File: src/design/vqte_pkg.sv
// Shared constants, types and a helper function for the virtqueue transaction engine.
`default_nettype none

package vqte_pkg;

	// Queue geometry.
	localparam int QUEUE_SIZE    = 64;
	localparam int DESCS_PER_TXN = 4;
	localparam int MAX_SLOTS     = 16;

	// Usable slots: the least of the slot table size, the queue capacity and the
	// 6-bit descriptor index space.
	localparam int SLOTS_BY_QUEUE = QUEUE_SIZE / DESCS_PER_TXN;
	localparam int SLOTS_BY_INDEX = 64 / DESCS_PER_TXN;
	localparam int SLOTS_MIN_QI   = (SLOTS_BY_INDEX < SLOTS_BY_QUEUE) ?
		SLOTS_BY_INDEX : SLOTS_BY_QUEUE;
	localparam int SLOT_TOTAL     = (SLOTS_MIN_QI > MAX_SLOTS) ? MAX_SLOTS : SLOTS_MIN_QI;

	localparam logic [6:0] DPT7      = 7'(DESCS_PER_TXN);
	localparam logic [4:0] SLOT_LIM5 = 5'(SLOT_TOTAL);

	// Result kinds.
	typedef enum logic [1:0] {
		RK_DESC   = 2'd0,
		RK_POST   = 2'd1,
		RK_COMP   = 2'd2,
		RK_NOSLOT = 2'd3
	} rkind_t;

	// Descriptor flag bits.
	localparam logic [1:0] FL_NONE  = 2'b00;
	localparam logic [1:0] FL_NEXT  = 2'b01;
	localparam logic [1:0] FL_WRITE = 2'b10;

	// Completion fault codes.
	typedef enum logic [1:0] {
		FT_NONE    = 2'd0,
		FT_OVERLEN = 2'd1,
		FT_NOTBUSY = 2'd2
	} fault_t;

	// Controller states.
	typedef enum logic {
		ST_IDLE,
		ST_EMIT
	} state_t;

	// Commands from the controller to the datapath.
	typedef struct packed {
		logic load;
		logic emit;
	} cmd_t;

	// Status from the datapath to the controller.
	typedef struct packed {
		logic last;
	} sts_t;

	// Quotient of a descriptor index by the descriptors per transaction, mod 16.
	// Each compare is against a constant, so this reduces to a small table.
	function automatic logic [3:0] slot_of(input logic [5:0] id);
		logic [3:0] q;
		q = '0;
		for (int k = 1; k < MAX_SLOTS; k++) begin
			if (int'(id) >= k * DESCS_PER_TXN) begin
				q = 4'(k);
			end
		end
		return q;
	endfunction

endpackage

`default_nettype wire

File: src/design/vqte_ctrl.sv
// Controller state machine for the virtqueue transaction engine.
`default_nettype none

module vqte_ctrl (
	input  wire logic           clk,
	input  wire logic           arst_n,
	input  wire logic           in_valid,
	output logic                in_stall,
	output logic                out_valid,
	input  wire logic           out_stall,
	output vqte_pkg::cmd_t      cmd,
	input  wire vqte_pkg::sts_t sts
);

	vqte_pkg::state_t state_q;
	vqte_pkg::state_t state_d;
	logic             out_valid_q;
	logic             out_ready;

	always_ff @(posedge clk or negedge arst_n) begin
		if (!arst_n) begin
			state_q <= vqte_pkg::ST_IDLE;
		end else begin
			state_q <= state_d;
		end
	end

	always_comb begin
		state_d   = state_q;
		cmd       = '0;
		in_stall  = 1'b1;
		out_ready = !out_valid_q || !out_stall;
		unique case (state_q)
			vqte_pkg::ST_IDLE: begin
				in_stall = 1'b0;
				if (in_valid) begin
					state_d = vqte_pkg::ST_EMIT;
				end
			end
			vqte_pkg::ST_EMIT: begin
				if (out_ready) begin
					cmd.emit = 1'b1;
					// The final result frees the input side in the same cycle.
					if (sts.last) begin
						in_stall = 1'b0;
						state_d  = in_valid ? vqte_pkg::ST_EMIT : vqte_pkg::ST_IDLE;
					end
				end
			end
		endcase
		cmd.load = in_valid && !in_stall;
	end

	always_ff @(posedge clk or negedge arst_n) begin
		if (!arst_n) begin
			out_valid_q <= 1'b0;
		end else if (cmd.emit) begin
			out_valid_q <= 1'b1;
		end else if (!out_stall) begin
			out_valid_q <= 1'b0;
		end
	end

	assign out_valid = out_valid_q;

endmodule

`default_nettype wire

File: src/design/vqte_dp.sv
// Datapath of the virtqueue transaction engine: slot table, item registers, result register.
`default_nettype none

module vqte_dp (
	input  wire logic           clk,
	input  wire logic           arst_n,
	input  wire vqte_pkg::cmd_t cmd,
	output vqte_pkg::sts_t      sts,
	input  wire logic           kind,
	input  wire logic [31:0]    req_addr,
	input  wire logic [31:0]    req_len,
	input  wire logic [31:0]    out_addr,
	input  wire logic [31:0]    out_length,
	input  wire logic [31:0]    resp_addr,
	input  wire logic [31:0]    resp_len,
	input  wire logic [31:0]    in_addr,
	input  wire logic [31:0]    in_length,
	input  wire logic [5:0]     used_id,
	input  wire logic [31:0]    used_len,
	output logic [1:0]          result_kind,
	output logic [5:0]          desc_index,
	output logic [31:0]         buf_addr,
	output logic [31:0]         buf_len,
	output logic [1:0]          desc_flags,
	output logic [5:0]          next_index,
	output logic [15:0]         avail_index,
	output logic [3:0]          txn_slot,
	output logic [31:0]         got_resp_len,
	output logic [31:0]         got_in_len,
	output logic                last,
	output logic [1:0]          fault
);

	// Slot table and counters.
	logic [vqte_pkg::MAX_SLOTS-1:0] busy_q;
	logic [31:0]                    resp_cap_q [vqte_pkg::MAX_SLOTS];
	logic [31:0]                    in_cap_q   [vqte_pkg::MAX_SLOTS];
	logic [15:0]                    avail_q;

	// Item registers.
	logic        is_comp_q;
	logic        nofree_q;
	logic [2:0]  step_q;
	logic [2:0]  ndesc_q;
	logic        has_out_q;
	logic        has_in_q;
	logic [3:0]  slot_q;
	logic [5:0]  head_q;
	logic [15:0] aidx_q;
	logic [31:0] req_addr_q, req_len_q, out_addr_q, out_len_q;
	logic [31:0] resp_addr_q, resp_len_q, in_addr_q, in_len_q;
	logic        bad_q;
	logic [31:0] ulen_q;
	logic [31:0] capr_q;
	logic [31:0] cin_q;

	// Load-time combinational values.
	logic        found_d;
	logic [3:0]  slot_d;
	logic [6:0]  head7_d;
	logic [3:0]  cq_d;
	logic [6:0]  chead7_d;
	logic        bad_d;

	// Completion split, from the captured length and capacities.
	logic [32:0] diff;
	logic        lt;
	logic [31:0] rest;

	// Next result.
	logic [1:0]  r_kind;
	logic [5:0]  r_didx;
	logic [31:0] r_addr;
	logic [31:0] r_len;
	logic [1:0]  r_flags;
	logic [5:0]  r_next;
	logic [15:0] r_aidx;
	logic [3:0]  r_slot;
	logic [31:0] r_gresp;
	logic [31:0] r_gin;
	logic        r_last;
	logic [1:0]  r_fault;
	logic        over;
	logic [2:0]  resp_step;

	// Lowest free slot among the usable ones.
	always_comb begin
		found_d = 1'b0;
		slot_d  = '0;
		for (int i = vqte_pkg::SLOT_TOTAL - 1; i >= 0; i--) begin
			if (!busy_q[i]) begin
				found_d = 1'b1;
				slot_d  = 4'(i);
			end
		end
	end

	assign head7_d  = 7'({3'b000, slot_d} * vqte_pkg::DPT7);
	assign cq_d     = vqte_pkg::slot_of(used_id);
	assign chead7_d = 7'({3'b000, cq_d} * vqte_pkg::DPT7);
	assign bad_d    = (chead7_d != {1'b0, used_id}) ||
		({1'b0, cq_d} >= vqte_pkg::SLOT_LIM5) || !busy_q[cq_d];

	always_ff @(posedge clk or negedge arst_n) begin
		if (!arst_n) begin
			busy_q    <= '0;
			avail_q   <= '0;
			step_q    <= '0;
			is_comp_q <= 1'b0;
			nofree_q  <= 1'b0;
		end else if (cmd.load) begin
			step_q    <= '0;
			is_comp_q <= kind;
			if (!kind) begin
				nofree_q <= !found_d;
				if (found_d) begin
					busy_q[slot_d] <= 1'b1;
					avail_q        <= avail_q + 16'd1;
				end
			end else begin
				nofree_q <= 1'b0;
				if (!bad_d) begin
					busy_q[cq_d] <= 1'b0;
				end
			end
		end else if (cmd.emit) begin
			step_q <= step_q + 3'd1;
		end
	end

	// Capacities are written at each successful submit.
	always_ff @(posedge clk) begin
		if (cmd.load && !kind && found_d) begin
			resp_cap_q[slot_d] <= resp_len;
			in_cap_q[slot_d]   <= in_length;
		end
	end

	always_ff @(posedge clk) begin
		if (cmd.load) begin
			slot_q      <= kind ? cq_d : slot_d;
			head_q      <= head7_d[5:0];
			aidx_q      <= avail_q;
			has_out_q   <= (out_length != '0);
			has_in_q    <= (in_length != '0);
			ndesc_q     <= 3'd2 + {2'b00, (out_length != '0)} + {2'b00, (in_length != '0)};
			req_addr_q  <= req_addr;
			req_len_q   <= req_len;
			out_addr_q  <= out_addr;
			out_len_q   <= out_length;
			resp_addr_q <= resp_addr;
			resp_len_q  <= resp_len;
			in_addr_q   <= in_addr;
			in_len_q    <= in_length;
			bad_q       <= bad_d;
			ulen_q      <= used_len;
			capr_q      <= resp_cap_q[cq_d];
			cin_q       <= in_cap_q[cq_d];
		end
	end

	assign diff      = {1'b0, ulen_q} - {1'b0, capr_q};
	assign lt        = diff[32];
	assign rest      = diff[31:0];
	assign resp_step = has_out_q ? 3'd2 : 3'd1;
	assign over      = !lt && (rest > cin_q);

	always_comb begin
		r_kind  = vqte_pkg::RK_DESC;
		r_didx  = '0;
		r_addr  = '0;
		r_len   = '0;
		r_flags = vqte_pkg::FL_NONE;
		r_next  = '0;
		r_aidx  = '0;
		r_slot  = '0;
		r_gresp = '0;
		r_gin   = '0;
		r_last  = 1'b0;
		r_fault = vqte_pkg::FT_NONE;
		if (is_comp_q) begin
			r_kind = vqte_pkg::RK_COMP;
			r_slot = slot_q;
			r_last = 1'b1;
			if (bad_q) begin
				r_fault = vqte_pkg::FT_NOTBUSY;
			end else begin
				r_gresp = lt ? ulen_q : capr_q;
				r_gin   = lt ? '0 : (over ? cin_q : rest);
				r_fault = over ? vqte_pkg::FT_OVERLEN : vqte_pkg::FT_NONE;
			end
		end else if (nofree_q) begin
			r_kind = vqte_pkg::RK_NOSLOT;
			r_last = 1'b1;
		end else if (step_q == ndesc_q) begin
			r_kind = vqte_pkg::RK_POST;
			r_didx = head_q;
			r_aidx = aidx_q;
			r_slot = slot_q;
			r_last = 1'b1;
		end else begin
			r_kind = vqte_pkg::RK_DESC;
			r_didx = head_q + {3'b000, step_q};
			r_slot = slot_q;
			if (step_q == 3'd0) begin
				r_addr  = req_addr_q;
				r_len   = req_len_q;
				r_flags = vqte_pkg::FL_NEXT;
			end else if (has_out_q && step_q == 3'd1) begin
				r_addr  = out_addr_q;
				r_len   = out_len_q;
				r_flags = vqte_pkg::FL_NEXT;
			end else if (step_q == resp_step) begin
				r_addr  = resp_addr_q;
				r_len   = resp_len_q;
				r_flags = has_in_q ? (vqte_pkg::FL_WRITE | vqte_pkg::FL_NEXT) :
					vqte_pkg::FL_WRITE;
			end else begin
				r_addr  = in_addr_q;
				r_len   = in_len_q;
				r_flags = vqte_pkg::FL_WRITE;
			end
			if (step_q != ndesc_q - 3'd1) begin
				r_next = r_didx + 6'd1;
			end
		end
	end

	assign sts.last = r_last;

	// Output register: loads on each emitted result and holds while stalled.
	always_ff @(posedge clk) begin
		if (cmd.emit) begin
			result_kind  <= r_kind;
			desc_index   <= r_didx;
			buf_addr     <= r_addr;
			buf_len      <= r_len;
			desc_flags   <= r_flags;
			next_index   <= r_next;
			avail_index  <= r_aidx;
			txn_slot     <= r_slot;
			got_resp_len <= r_gresp;
			got_in_len   <= r_gin;
			last         <= r_last;
			fault        <= r_fault;
		end
	end

endmodule

`default_nettype wire

File: src/design/virtqueue_txn_engine.sv
// Top level of the virtqueue transaction engine: controller plus datapath.
`default_nettype none

// Channel   Handshake            Payload
// input     in_valid / in_stall  kind, buffer addresses and lengths, used_id, used_len
// output    out_valid/out_stall  result_kind ... fault, one result per transfer
//
// A submit gives two to four descriptor writes and one avail post, one result
// per cycle while the output does not stall; a completion or a no-slot result
// gives a single result. The output register loads one result a cycle unless stalled.
// The next input transfer is taken in the cycle the final result is loaded.
// Reset clears the busy bits, the avail index and the handshake state.
// A stall on the output holds the result register and, behind it, the sequence.

module virtqueue_txn_engine (
	input  wire logic        clk,
	input  wire logic        arst_n,
	input  wire logic        in_valid,
	output logic             in_stall,
	input  wire logic        kind,
	input  wire logic [31:0] req_addr,
	input  wire logic [31:0] req_len,
	input  wire logic [31:0] out_addr,
	input  wire logic [31:0] out_length,
	input  wire logic [31:0] resp_addr,
	input  wire logic [31:0] resp_len,
	input  wire logic [31:0] in_addr,
	input  wire logic [31:0] in_length,
	input  wire logic [5:0]  used_id,
	input  wire logic [31:0] used_len,
	output logic             out_valid,
	input  wire logic        out_stall,
	output logic [1:0]       result_kind,
	output logic [5:0]       desc_index,
	output logic [31:0]      buf_addr,
	output logic [31:0]      buf_len,
	output logic [1:0]       desc_flags,
	output logic [5:0]       next_index,
	output logic [15:0]      avail_index,
	output logic [3:0]       txn_slot,
	output logic [31:0]      got_resp_len,
	output logic [31:0]      got_in_len,
	output logic             last,
	output logic [1:0]       fault
);

	// Load and emit commands go down; the last-result flag comes back.
	vqte_pkg::cmd_t cmd;
	vqte_pkg::sts_t sts;

	// The controller owns the handshakes and sequences each item's results.
	vqte_ctrl u_ctrl (
		.clk       (clk),
		.arst_n    (arst_n),
		.in_valid  (in_valid),
		.in_stall  (in_stall),
		.out_valid (out_valid),
		.out_stall (out_stall),
		.cmd       (cmd),
		.sts       (sts)
	);

	// The datapath holds the slot table, the captured item and the result register.
	vqte_dp u_dp (
		.clk          (clk),
		.arst_n       (arst_n),
		.cmd          (cmd),
		.sts          (sts),
		.kind         (kind),
		.req_addr     (req_addr),
		.req_len      (req_len),
		.out_addr     (out_addr),
		.out_length   (out_length),
		.resp_addr    (resp_addr),
		.resp_len     (resp_len),
		.in_addr      (in_addr),
		.in_length    (in_length),
		.used_id      (used_id),
		.used_len     (used_len),
		.result_kind  (result_kind),
		.desc_index   (desc_index),
		.buf_addr     (buf_addr),
		.buf_len      (buf_len),
		.desc_flags   (desc_flags),
		.next_index   (next_index),
		.avail_index  (avail_index),
		.txn_slot     (txn_slot),
		.got_resp_len (got_resp_len),
		.got_in_len   (got_in_len),
		.last         (last),
		.fault        (fault)
	);

endmodule

`default_nettype wire
File: config.mk
export PLATFORM = sky130hd
export DESIGN_NAME = virtqueue_txn_engine
export DESIGN_NICKNAME = d
export VERILOG_FILES = /design/src/design/vqte_pkg.sv /design/src/design/vqte_ctrl.sv /design/src/design/vqte_dp.sv /design/src/design/virtqueue_txn_engine.sv
export SDC_FILE = /design/constraint.sdc
export NUM_CORES = 2
export LEC_CHECK = 0
export ABC_AREA = 1
export BUFFER_PORTS_ARGS = -buffer_cell sky130_fd_sc_hd__buf_4
export CAP_MARGIN = 20
export CORE_AREA = 10 10 433 435
export CTS_CLUSTER_SIZE = 25
export DETAILED_ROUTE_END_ITERATION = 7
export DIE_AREA = 0 0 443 445
export GPL_TIMING_DRIVEN = 1
export PLACE_DENSITY = 0.47
export RECOVER_POWER = 100
export SYNTH_ARGS = -nofsm -noshare
export SYNTH_HDL_FRONTEND = slang
export SYNTH_SLANG_ARGS = --single-unit
File: constraint.sdc
create_clock -name clk -period 12.3 [get_ports clk]
set_input_delay 2.46 -clock clk [delete_from_list [all_inputs] [get_ports clk]]
set_output_delay 2.46 -clock clk [all_outputs]
set_load 0.05 [all_outputs]
==> impl_metrics.json <==
{
  "run_status": "complete, but fails checks",
  "violations": "max-capacitance violations, max-slew violations",
  "ctsHtreeMaxLevel": 4,
  "synthToLayoutAreaGrowth_pct": 16.3,
  "drt_wl_total_um": 210000,
  "initialDrtViolationCount": 3440,
  "post_cts_resized": 0,
  "power.clock.fraction": 0.343,
  "via_count_of_the_first_global_routing_pass": 36930,
  "synthArstFlopShare": 0.0242,
  "fin_ws_ns": 3.61,
  "die_w_um": 443,
  "layout_min_cycle_time_ns": 8.69,
  "final.setup.tns_ns": 0,
  "criticalPathCategory": "input pin to register",
  "grt_antenna_before_repair": 50,
  "die-height_um": 445,
  "critPathArrivalTime_ns": 9.10,
  "grt_pass1_wl_um": 291000,
  "intPower_mw": 9.78,
  "setup-violations-final": 0,
  "synth_flop_cell": "sky130_fd_sc_hd__edfxtp_1",
  "buffer_ports.inserted": 467,
  "post-route-drc-count": 0,
  "worstPathMaxFanout": 34,
  "design.final.nets": 4833,
  "ys_warn_count": 0,
  "grt_overflow": 0,
  "max_capacitance_violation_count": 26,
  "power.share.switching": 0.301,
  "fp-row-count": 155,
  "synth.avg_cell_area_um2": 15.7,
  "reg_top3": "u_dp.in_cap_q: 512 flops, u_dp.resp_cap_q: 512 flops",
  "initial_utilization": 0.349,
  "post_route_cells_drive_above_1_share": 0.0994,
  "synth.largest_area_cell": "sky130_fd_sc_hd__edfxtp_1",
  "tritoncts": "built",
  "seq_power_share": 0.480,
  "cts.hold.buffers_added": 0,
  "cts_post_setup_buffers_inserted": 0,
  "detail_route.vias_per_cell": 5.39,
  "synth-seq-cells": 1612,
  "synth_enable_flop_cells": 1573,
  "yosys-top-cells-area": "sky130_fd_sc_hd__edfxtp_1 (76%), sky130_fd_sc_hd__a22oi_1 (7.0%), sky130_fd_sc_hd__a21oi_1 (2.9%)",
  "drt-wirelength-per-cell_um": 30.1,
  "pwrdens_nw_per_um2": 194,
  "hold_path_cell_cnt": 1,
  "power.share.combinational": 0.177,
  "p_sw_mw": 4.22,
  "ir_worst_vdd_uv": 151,
  "ctsRootBufferMaster": "sky130_fd_sc_hd__clkbuf_16",
  "route.antenna.remaining_nets": 0,
  "yosys.area.top_type_share": 0.760,
  "hpwl_um": 135000,
  "fp.dieArea_um2": 197000,
  "grt_setup_unrepaired": "false",
  "core_region_area_um2": 178000,
  "grt_max_degree": 144,
  "worst_min_delay_path_class": "register to register",
  "maximum_count_of_clock_buffers_along_a_single_path": 3,
  "cts_sinks": 1612,
  "placement.setup.worst_slack_ns": 5.25,
  "groute.usage.overall": 0.205,
  "cts.clk_slew.worst_paths_ns": 0.05,
  "filler_cell_count": 16636,
  "gpl.final_weighted_congestion": 0.853,
  "ys_seq_area_frac": 0.776,
  "dr.pass1.iters": 5,
  "tightest_slew_ns": 4.06,
  "timing.final.hold_violations": 0,
  "slew_viol_final": 822,
  "ios": 468,
  "syn-num-nets": 4335,
  "clock.fmax_ghz": 0.115,
  "setup.worst_path.start_class": "input pin",
  "synthCells": 3963,
  "clock-skew-final_ns": 0.0345,
  "relSlewSlack": -1.71,
  "worst_setup_path_end_kind": "register",
  "clkLatencyLatePin_ns": 0.81,
  "worstRegToRegCells": 11,
  "timing.critical_path.required_ns": 12.72,
  "final.period_utilization": 0.706,
  "post_synthesis_instance_area_um2": 62100,
  "cts-buffers-inserted": 170,
  "dr_total_vias": 37605,
  "synth_cell_types": 54,
  "power.static_leakage_nw": 24.6
}
## layout by cell type (no fill, tap or decap), types with 6 or more instances in the layout
cell type | Yosys | layout
sky130_fd_sc_hd__edfxtp_1 | 1573 | 1573
sky130_fd_sc_hd__nor3_1 | 20 | 20
sky130_fd_sc_hd__nor4_1 | 20 | 22
sky130_fd_sc_hd__dfrtp_1 | 39 | 39
sky130_fd_sc_hd__inv_1 | 263 | 263
sky130_fd_sc_hd__o21ai_1 | 13 | 10
sky130_fd_sc_hd__nand4_1 | 16 | 17
sky130_fd_sc_hd__ha_1 | 72 | 72
sky130_fd_sc_hd__o22ai_1 | 36 | 36
sky130_fd_sc_hd__xnor2_1 | 15 | 15
sky130_fd_sc_hd__nor2_4 | 3 | 6
sky130_fd_sc_hd__xor2_1 | 33 | 33
sky130_fd_sc_hd__clkbuf_16 | 0 | 175
sky130_fd_sc_hd__nor2_1 | 103 | 106
sky130_fd_sc_hd__mux2i_1 | 30 | 30
sky130_fd_sc_hd__diode_2 | 0 | 26
sky130_fd_sc_hd__a21oi_1 | 359 | 360
sky130_fd_sc_hd__o21bai_1 | 6 | 6
sky130_fd_sc_hd__nand3_1 | 47 | 48
sky130_fd_sc_hd__o21ai_0 | 103 | 106
sky130_fd_sc_hd__clkbuf_1 | 169 | 370
sky130_fd_sc_hd__a22oi_1 | 576 | 576
sky130_fd_sc_hd__clkinv_1 | 0 | 45
sky130_fd_sc_hd__nand2_1 | 264 | 265
sky130_fd_sc_hd__or2_2 | 6 | 6
sky130_fd_sc_hd__clkbuf_4 | 0 | 163
sky130_fd_sc_hd__o211ai_1 | 36 | 36
sky130_fd_sc_hd__clkinv_2 | 0 | 15
sky130_fd_sc_hd__a2111o_1 | 64 | 64
sky130_fd_sc_hd__buf_4 | 5 | 49
## through the flow
stage | utilization | power, mW | instances | area [um2] | hold WS (ns)
after detailed placement | 0.384 | 9.48 | 6644 | 68500 | 0.468
after CTS | 0.413 | 14.3 | 6952 | 73600 | 0.475
after floorplan | - | 8.33 | 3963 | 62100 | 0.441
final | 0.406 | 14.0 | 6978 | 72300 | 0.478
after global placement | 0.384 | 9.47 | 6643 | 68500 | 0.457
after global routing | 0.405 | 14.6 | 6964 | 72200 | 0.498
## kinds of logic after synthesis
family,count (synthesis),synth area share
XOR/XNOR,48,0.00676
AND/OR/NAND/NOR,510,0.0373
buffers and inverters,474,0.0293
AO/OA/AOI/OAI,1216,0.131
adder cells (fa/ha/maj),73,0.0148
multiplexers,30,0.00483
flip-flops,1612,0.776
## cell type report
class | count | area [um2] | share of cell area
repair buffers | 529 | 2850 | 0.0395
well taps | 2355 | 2950 | 0.0408
clock buffers | 234 | 4610 | 0.0638
clock inverters | 74 | 500 | 0.00692
multi-input cells | 1877 | 12100 | 0.167
flip-flops and latches | 1612 | 48200 | 0.667
diodes | 26 | 65.1 | 0.000900
inverters | 271 | 1030 | 0.0142
## layer usage
layer	vias up	GRT usage	routed length, um
li1	16540	-	-
met1	19549	0.277	90400
met2	1247	0.337	102000
met3	251	0.0412	13900
met4	18	0.0517	4050
met5	-	0	132
## critical path: stages
cell and delay (ns):
sky130_fd_sc_hd__clkbuf_1 0.11, sky130_fd_sc_hd__nand2_1 0.10, sky130_fd_sc_hd__a21oi_1 0.11, sky130_fd_sc_hd__nor2_1 1.58, sky130_fd_sc_hd__nand2_2 0.11, sky130_fd_sc_hd__nor2_1 0.70, sky130_fd_sc_hd__inv_1 0.55, sky130_fd_sc_hd__nor3_2 0.27
sky130_fd_sc_hd__clkbuf_1 2.15, sky130_fd_sc_hd__buf_4 0.90
## power by group through the flow
stage / Combinational [mW] / Clock, mW / Sequential (mW)
finish: 2.47 / 4.81 / 6.72
global route: 2.67 / 5.14 / 6.75
floorplan: 1.17 / 0 / 7.16
global placement: 2.64 / 0 / 6.83
CTS: 2.66 / 4.92 / 6.72
detailed placement: 2.65 / 0 / 6.83
## cells in the mapped netlist (3+ instances only)
cell	n
sky130_fd_sc_hd__buf_4	5
sky130_fd_sc_hd__xor2_1	33
sky130_fd_sc_hd__o21ai_0	103
sky130_fd_sc_hd__clkbuf_1	169
sky130_fd_sc_hd__or2_2	6
sky130_fd_sc_hd__nand3_1	47
sky130_fd_sc_hd__nor2_4	3
sky130_fd_sc_hd__dfrtp_1	39
sky130_fd_sc_hd__o21ai_1	13
sky130_fd_sc_hd__edfxtp_1	1573
sky130_fd_sc_hd__buf_2	18
sky130_fd_sc_hd__a21oi_1	359
sky130_fd_sc_hd__ha_1	72
sky130_fd_sc_hd__nor2_2	6
sky130_fd_sc_hd__inv_2	7
sky130_fd_sc_hd__xnor2_1	15
sky130_fd_sc_hd__nor3_1	20
sky130_fd_sc_hd__a211oi_1	3
sky130_fd_sc_hd__nor4_1	20
sky130_fd_sc_hd__nor4_2	4
sky130_fd_sc_hd__a22oi_1	576
sky130_fd_sc_hd__nand2_1	264
sky130_fd_sc_hd__o21bai_1	6
sky130_fd_sc_hd__a21o_1	5
sky130_fd_sc_hd__nand2_2	5
sky130_fd_sc_hd__o211ai_1	36
sky130_fd_sc_hd__a2111o_1	64
sky130_fd_sc_hd__nor3_2	3
sky130_fd_sc_hd__mux2i_1	30
sky130_fd_sc_hd__buf_1	11
sky130_fd_sc_hd__a31oi_1	3
sky130_fd_sc_hd__nor3b_1	3
sky130_fd_sc_hd__nand4_1	16
sky130_fd_sc_hd__o22ai_1	36
sky130_fd_sc_hd__o21a_1	3
sky130_fd_sc_hd__inv_1	263
sky130_fd_sc_hd__nor2_1	103
## path summary, 6_finish.rpt
check	start	endpoint	slack, ns
min reg2reg	u_dp.avail_q[15]	u_dp.avail_q[15]	0.48
max in group asynchronous	arst_n	u_dp.avail_q[12]	8.37
max	out_stall	u_dp.resp_cap_q[2][12]	3.61
max reg2reg	u_dp.step_q[0]	u_dp.resp_cap_q[2][12]	4.01
min in group asynchronous	arst_n	u_dp.busy_q[3]	2.45
min	u_dp.avail_q[15]	u_dp.avail_q[15]	0.48
Power figures use the tool's default switching activity.
